<file path="config.mk">
export PLATFORM = sky130hd
export DESIGN_NAME = brf_ctrl
export DESIGN_NICKNAME = d
export VERILOG_FILES = /design/src/hw/rtl/brf_pkg.sv /design/src/hw/rtl/brf_ctrl.sv
export SDC_FILE = /design/constraint.sdc
export NUM_CORES = 1
export LEC_CHECK = 0
export ABC_AREA = 1
export BUFFER_PORTS_ARGS = -buffer_cell sky130_fd_sc_hd__buf_2
export CORE_AREA = 2 2 39 41
export CTS_BUF_LIST = sky130_fd_sc_hd__clkbuf_2 sky130_fd_sc_hd__clkbuf_4 sky130_fd_sc_hd__clkbuf_8
export CTS_CLUSTER_DIAMETER = 30
export CTS_CLUSTER_SIZE = 20
export DETAILED_ROUTE_END_ITERATION = 16
export DIE_AREA = 0 0 41 43
export PLACE_DENSITY = 0.39
export SLEW_MARGIN = 20
export SYNTH_ARGS = -nofsm -noshare
export SYNTH_HDL_FRONTEND = slang
export SYNTH_SLANG_ARGS = --single-unit
</file>
<file path="constraint.sdc">
create_clock -name clk -period 1.8 [get_ports clk]
set_clock_uncertainty 0.1 [all_clocks]
set_input_delay 0.09 -clock clk [delete_from_list [all_inputs] [get_ports clk]]
set_output_delay 0.09 -clock clk [all_outputs]
set_load 0.05 [all_outputs]
</file>
<file path="src/hw/rtl/brf_pkg.sv">
// shared types and constants of the bitmap run fill block
`default_nettype none

package brf_pkg;

    localparam int START_W   = 12;
    localparam int COUNT_W   = 13;
    localparam int IDX_W     = 6;
    localparam int VAL_W     = 64;
    localparam int ST_W      = 2;
    localparam int S_TDATA_W = 32;
    localparam int M_TDATA_W = 72;
    localparam int Q_W       = 10;

    localparam logic [ST_W-1:0] ST_OK    = 2'd0;
    localparam logic [ST_W-1:0] ST_RANGE = 2'd1;
    localparam logic [ST_W-1:0] ST_EMPTY = 2'd2;

    typedef enum logic [1:0] {
        S_CLEAR,
        S_IDLE,
        S_CHECK,
        S_RUN
    } state_t;

    typedef struct packed {
        logic clr_step;
        logic load;
        logic emit_status;
        logic start_run;
        logic run_step;
    } cmd_t;

    typedef struct packed {
        logic clr_done;
        logic empty;
        logic range_err;
        logic final_word;
        logic out_free;
    } sts_t;

endpackage

`default_nettype wire

</file>
<file path="src/hw/rtl/brf_ctrl.sv">
// controller state machine of the bitmap run fill block
`default_nettype none

module brf_ctrl
    import brf_pkg::*;
(
    input  wire logic clk,
    input  wire logic rst_n,
    input  wire logic in_valid,
    output logic      in_ready,
    input  wire sts_t sts,
    output cmd_t      cmd
);

    state_t state_reg, state_next;

    always_ff @(posedge clk or negedge rst_n)
    begin
        if (!rst_n)
        begin
            state_reg <= S_CLEAR;
        end
        else
        begin
            state_reg <= state_next;
        end
    end

    always_comb
    begin
        state_next = state_reg;
        cmd        = '0;
        in_ready   = 1'b0;
        case (state_reg)
            S_CLEAR:
            begin
                cmd.clr_step = 1'b1;
                if (sts.clr_done)
                begin
                    state_next = S_IDLE;
                end
            end
            S_IDLE:
            begin
                in_ready = 1'b1;
                if (in_valid)
                begin
                    cmd.load   = 1'b1;
                    state_next = S_CHECK;
                end
            end
            S_CHECK:
            begin
                if (sts.empty || sts.range_err)
                begin
                    if (sts.out_free)
                    begin
                        cmd.emit_status = 1'b1;
                        state_next      = S_IDLE;
                    end
                end
                else
                begin
                    cmd.start_run = 1'b1;
                    state_next    = S_RUN;
                end
            end
            S_RUN:
            begin
                if (sts.out_free)
                begin
                    cmd.run_step = 1'b1;
                    if (sts.final_word)
                    begin
                        state_next = S_IDLE;
                    end
                end
            end
            default:
            begin
                state_next = S_IDLE;
            end
        endcase
    end

endmodule

`default_nettype wire

</file>
Word-level counts from Yosys, hierarchy flattened
Cells that the tools add are included.
{"block": "word_totals", "wordCells": 28, "input_bits": 8, "output_inout_bits": 6, "register_bits": 2}
{"block": "op_classes", "mux": 16, "n_reduce_logical": 3, "eq_ne": 8}
{"operator": "$mux 2", "count": 7}
{"operator": "$mux 1", "count": 8}
{"operator": "$ne 2x2->1 const B", "count": 4}
{"operator": "$pmux 2 s4", "count": 1}
{"operator": "$reduce_and 5->1", "count": 1}
{"operator": "$eq 2x2->1 const B", "count": 2}
{"operator": "$ne 3x3->1 const B", "count": 1}
{"operator": "$eq 2x1->1 const B", "count": 1}
{"operator": "$logic_not 2->1", "count": 1}
{"operator": "$logic_or 1x1->1", "count": 1}

Longest topological paths before layout
Gate-level depths: netlist of the first run.
{"block": "logic_depth", "ltp_word": 3, "mapped_depth": 8}

Worst setup path after synthesis of the first run
OpenSTA, ideal clock, no wires.
{"block": "synth_path", "path_type": "reg-to-output", "from": "reg state_reg[1]", "to": "out cmd[3] (netlist name)", "path_buffers": 0, "path_stages_with_launch": 5, "arrival_ns": 1.382, "path_slack_ns": 0.228, "required_ns": 1.610, "cell_sequence": "dfrtp_1 inv_1 ha_1 nand2_1 inv_1"}
{"item": "start: declaration", "line": "brf_ctrl.sv:15", "rtl": "state_t state_reg, state_next;"}
{"item": "start signal: assignment", "line": "brf_ctrl.sv:25", "rtl": "state_reg <= state_next;"}
{"item": "end: declaration", "line": "brf_ctrl.sv:12", "rtl": "output cmd_t cmd"}

==> results.md, run 1 <==
* Critical path cell sequence: inv_1 > ha_1 > o21ai_2 > nor2_1 > buf_2
* Post-synthesis sequential area ratio at 21.4%
* Maximum clock path buffer count at 2
* Internal power at 252 uW
* Final Slew Violations at 0
* Final net count at 67
* Layout cells sized above 1 at 41.5%
* Final HPWL DP at 426 microns
* First-pass GRT wire length at 759 microns
* Fin crit share at 83.4%
* Most common cell after layout, fill and taps aside: buf_2
* Clk pwr share at 17.0%
* Gate power share at 67.9%
* Pin count of the biggest net entering global routing at 5
* CP max FO at 4
* Switching share of power at 56.6%
* FP Rows at 14
* WL per Instance at 7.42 microns
* Vias in the first global route at 197
* Synth area leader: dfrtp_1
* Cell variety after synth at 11
* HP Class: in -> async
* ANT cells at 0
* Sequential share of power at 15.1%
* P&R area growth vs syn at 50.3%
* Setup Fix Bufs, Post-CTS at 0
* Setup crit start: state_reg[0]$_DFFE_PN0P_
* P_sw at 329 uW
* Non-filler instance count after layout at 69
* Footprint of the multi-input gates at 146 sq um
* R2R Path Start: state_reg[0]$_DFFE_PN0P_
* Worst Path Arrival at 1310 ps
* Post-layout util at 25.4%
* Met2 WL post-DR at 219 microns
* Die Height at 43 microns
* VDD IR max at 383 uV
* Startpoint class of the critical path: register
* Post-Synthesis Cells at 36
* Register bit total from synthesis at 2
* Register area at 50.0 sq um
* Minimum clock period at 1500 ps
* Via/cell ratio at 3.67
* Post-route ant nets at 0
* Post-Route M1 WL at 238 microns
* Synthesized area at 234 sq um
* RSZ-0062 raised after global routing: no
* Top-area cell type share of the netlist area at 21.4%
* H-tree levels at 1
* Leading post-synthesis cells by cell area: dfrtp_1 (21%), ha_1 (21%), inv_1 (14%)
* Syn Area/Cell at 6.50 sq um
* Core Box Area at 1380 sq um
* Routed length on met3 at 54 microns
* Hold Vio Cnt, Final at 0
* CTS sink cnt at 2
* Drt first pass iters at 1
* Pleak at 0.000235 uW
* Initial Util at 16.9%
* Global route overflow at 0
* Number of flip-flops in the largest register at 2
* Ys Warns at 0
* TritonCTS clock tree: built
* Max-slew headroom at 83.3%
* Critical path required time at 1610 ps
* Via count at 253
* Worst skew pair latency at 220 ps
* Status: finished clean
* Top Metal Used: met3
* Drt first-iter violations at 0
* I/O pin total at 14
* DIE AREA at 1760 sq um
* GP Congestion at 0.672
* Least-Margin Pin Slew at 252 ps
* Drt total wl at 512 microns
* Max Cap Viol at 0
* Final setup fails at 0
* PwrDens at 1650 nW/um^2
* Clock-pin transition on the worst setup and hold timing paths at 30 ps
* Commonest cells after routing, fill and taps aside: buf_2 (13), inv_1 (9), nand2_1 (9)
* Peak per-stage delay on the critical path at 410 ps
* Crit. End Element: primary output
* Post-synthesis net count at 48
* Dpl cells at 65
* Initial antenna violation count at 0
* Root Buffer: clkbuf_4
* Fin Setup TNS at 0 ps
* Total CTS buffers at 3
* Worst path slowest cell: dfrtp_1
* Critical path class: reg -> out
* Total track usage at 6.83%
* Maximum operating frequency at 0.666 GHz
* Filler Cell Count at 164
* Die X at 41 microns
* Drc violations at 0
* PortBufs at 13
-- repair_timing --
action	in CTS	in global routing
resized for setup	0	0
hold buffers	1	0
endpoints found under the hold margin	2	0
-- critical path, delay by kind of cell, from the launching register on --
| family | cells | cell delay, ps |
|---|---|---|
| flip-flops | 1 | 410 |
| AND/OR/NAND/NOR | 1 | 70 |
| buffers and inverters | 2 | 360 |
| AO/OA/AOI/OAI | 1 | 70 |
| adder cells (fa/ha/maj) | 1 | 190 |
-- final cells by class --
type | instances | share of cell area [%]
multi-input cells | 24 | 41.6
inverters | 10 | 10.7
well taps | 16 | 5.69
flip-flops and latches | 2 | 14.2
clock buffers | 3 | 6.41
repair buffers | 14 | 21.4
-- stage by stage --
stage	hold slack (ps)	area, sq um	setup slack [ps]	power [uW]
floorplan	-306	234	228	413
global placement	-222	319	422	492
detailed placement	-219	319	423	487
CTS	69.8	352	280	596
global route	102	352	201	644
finish	80.4	352	299	580
-- final timing paths --
kind	slack, ps	cells after the start	to
max	300	5	cmd[2]
min	80	2	state_reg[1]$_DFFE_PN0P_
max reg2reg	450	8	state_reg[0]$_DFFE_PN0P_
min reg2reg	440	2	state_reg[1]$_DFFE_PN0P_
max in group asynchronous	1420	2	state_reg[0]$_DFFE_PN0P_
min in group clk	170	5	state_reg[0]$_DFFE_PN0P_
-- power by group through the flow --
stage | sequential (uW) | combinational, uW | clock (uW)
final | 87.8 | 394 | 98.8
after detailed placement | 88.8 | 398 | 0
after floorplan | 81.9 | 331 | 0
after CTS | 88.7 | 401 | 106
after global routing | 90.6 | 441 | 112
after global placement | 87.8 | 404 | 0
-- metal layers --
layer  global-route usage [%]  vias to the layer above
met5                        0                        -
met4                     4.00                        0
met3                     4.71                        0
met2                     9.69                       10
met1                     7.10                      103
li1                         -                      140
-- synthesized netlist by cell type (all sizes together) --
master,instances
dfrtp,2
nand2,11
inv,10
nand3,2
a21oi,1
ha,4
nor2,4
o21ai,2
-- cells by family after synthesis --
| group | share of synthesized area, % |
|---|---|
| adder cells (fa/ha/maj) | 21.4 |
| AND/OR/NAND/NOR | 31.6 |
| AO/OA/AOI/OAI | 9.62 |
| buffers and inverters | 16.0 |
| flip-flops | 21.4 |
Note: power is estimated with default switching activity, not from simulation.
==> run 2, diff against run 1 <==
==> constraint.sdc (replaced) <==
create_clock -name clk -period 1.45 [get_ports clk]
set_clock_uncertainty 0.1 [all_clocks]
set_input_delay 0.0725 -clock clk [delete_from_list [all_inputs] [get_ports clk]]
set_output_delay 0.0725 -clock clk [all_outputs]
set_load 0.05 [all_outputs]
==> results.md, run 2 (synthesis results as in run 1) <==
* Number of flip-flops in the largest register at 2
* Minimum clock period at 1380 ps
* Critical path class: reg -> out
* First-pass GRT wire length at 848 microns
* CTS sink cnt at 2
* PortBufs at 13
* Critical path required time at 1280 ps
* VDD IR max at 551 uV
* Core Box Area at 1380 sq um
* Die Height at 43 microns
* Fin Setup TNS at 0 ps
* Max Cap Viol at 0
* Drt first pass iters at 4
* Fin crit share at 94.8%
* Peak per-stage delay on the critical path at 410 ps
* Vias in the first global route at 248
* Drt first-iter violations at 1
* Initial antenna violation count at 0
* Via count at 255
* WL per Instance at 7.64 microns
* Commonest cells after routing, fill and taps aside: buf_2 (10), nand2_1 (9), inv_1 (8)
* ANT cells at 0
* Final setup fails at 0
* Worst path slowest cell: dfrtp_1
* Worst skew pair latency at 220 ps
* Global route overflow at 0
* Final HPWL DP at 435 microns
* Register area at 50.0 sq um
* Initial Util at 16.9%
* Clock-pin transition on the worst setup and hold timing paths at 30 ps
* CP max FO at 4
* Non-filler instance count after layout at 69
* Footprint of the multi-input gates at 156 sq um
* Least-Margin Pin Slew at 251 ps
* Design Area, Final at 380 sq um
* Root Buffer: clkbuf_4
* Setup Fix Bufs, Post-CTS at 0
* Total CTS buffers at 3
* Layout cells sized above 1 at 50.9%
* FP Rows at 14
* Pleak at 0.000232 uW
* TritonCTS clock tree: built
* HP Class: in -> async
* Dpl cells at 65
* Drc violations at 0
* Drt total wl at 527 microns
* Maximum operating frequency at 0.727 GHz
* Max-slew headroom at 83.4%
* Hold Vio Cnt, Final at 0
* RSZ-0062 raised after global routing: no
* Status: finished clean
* Most common cell after layout, fill and taps aside: buf_2
* Critical path cell sequence: inv_2 > ha_2 > o21ai_2 > nor2_2 > buf_6
* Post-DP Area at 327 sq um
* I/O pin total at 14
* PwrDens at 1990 nW/um^2
* Total power at 755 uW
* Largest delay share family, worst path: flip-flops
* Maximum clock path buffer count at 2
* Die X at 41 microns
* Startpoint class of the critical path: register
* Crit. End Element: primary output
* Via/cell ratio at 3.70
* Post-layout util at 27.5%
* Filler Cell Count at 163
* Post-route ant nets at 0
* Final net count at 67
* H-tree levels at 1
* Pin count of the biggest net entering global routing at 5
* Final Slew Violations at 0
* Total track usage at 7.11%
* WP buf/inv at 2
* DIE AREA at 1760 sq um
* Worst Path Arrival at 1200 ps
* GP Congestion at 0.651
* P&R area growth vs syn at 62.6%
==> run 2: cell counts in the layout (fill, tap and decap cells not counted) <==
No cell type changed its count.
==> run 2: worst paths after layout <==
kind	start	end	slack (ps)	cells after the start
min	rst_n	state_reg[0]$_DFFE_PN0P_	60	2
max in group asynchronous	rst_n	state_reg[1]$_DFFE_PN0P_	1090	2
min in group clk	sts[0]	state_reg[0]$_DFFE_PN0P_	160	5
max	state_reg[0]$_DFFE_PN0P_	cmd[2]	70	5
min reg2reg	state_reg[1]$_DFFE_PN0P_	state_reg[1]$_DFFE_PN0P_	450	2
max reg2reg	state_reg[1]$_DFFE_PN0P_	state_reg[1]$_DFFE_PN0P_	120	8
==> run 2: final cells by class <==
cell class	instances	share of cell area, %
Timing Repair Buffer	14	24.7
Clock buffer	3	5.92
Sequential cell	2	13.2
Tap cell	16	5.26
Multi-Input combinational cell	24	41.1
Inverter	10	9.87
==> run 2: stage by stage <==
step	hold WS (ps)	setup WS (ps)
CTS	59.0	6.69
detailed placement	-242	116
finish	63.4	74.9
global route	79.5	2.12
global placement	-238	108
floorplan	-323	50.0
==> run 2: report_power, final <==
| part | total [uW] | switching, uW | leakage, uW | internal [uW] |
|---|---|---|---|---|
| sequential | 109 | 27.9 | 0.0000250 | 81.5 |
| combinational | 524 | 360 | 0.000193 | 164 |
| clock | 122 | 30.6 | 0.0000138 | 91.2 |
| total | 755 | 419 | 0.000232 | 336 |
==> run 2: worst register-to-register path, delay by kind of cell (launching register included) <==
family | cells | cell delay (ps)
and+or+nand+nor | 5 | 380
buffers and inverters | 2 | 160
adders and majority gates | 1 | 190
DFF | 1 | 390
==> run 2: timing repair <==
item,4_1_cts,5_1_grt
gates resized for setup,3,5
endpoints found under the setup margin,3,3
hold buffers,1,0
cloned,0,0
hold endpoints to repair,2,0
==> run 2: routing by layer <==
metal	global-route usage [%]	up-vias	share of wire, %
met5	0	-	0
met4	4.00	0	0
met3	3.14	0	8.3
met2	10.9	9	46
met1	7.67	107	46
li1	-	139	-
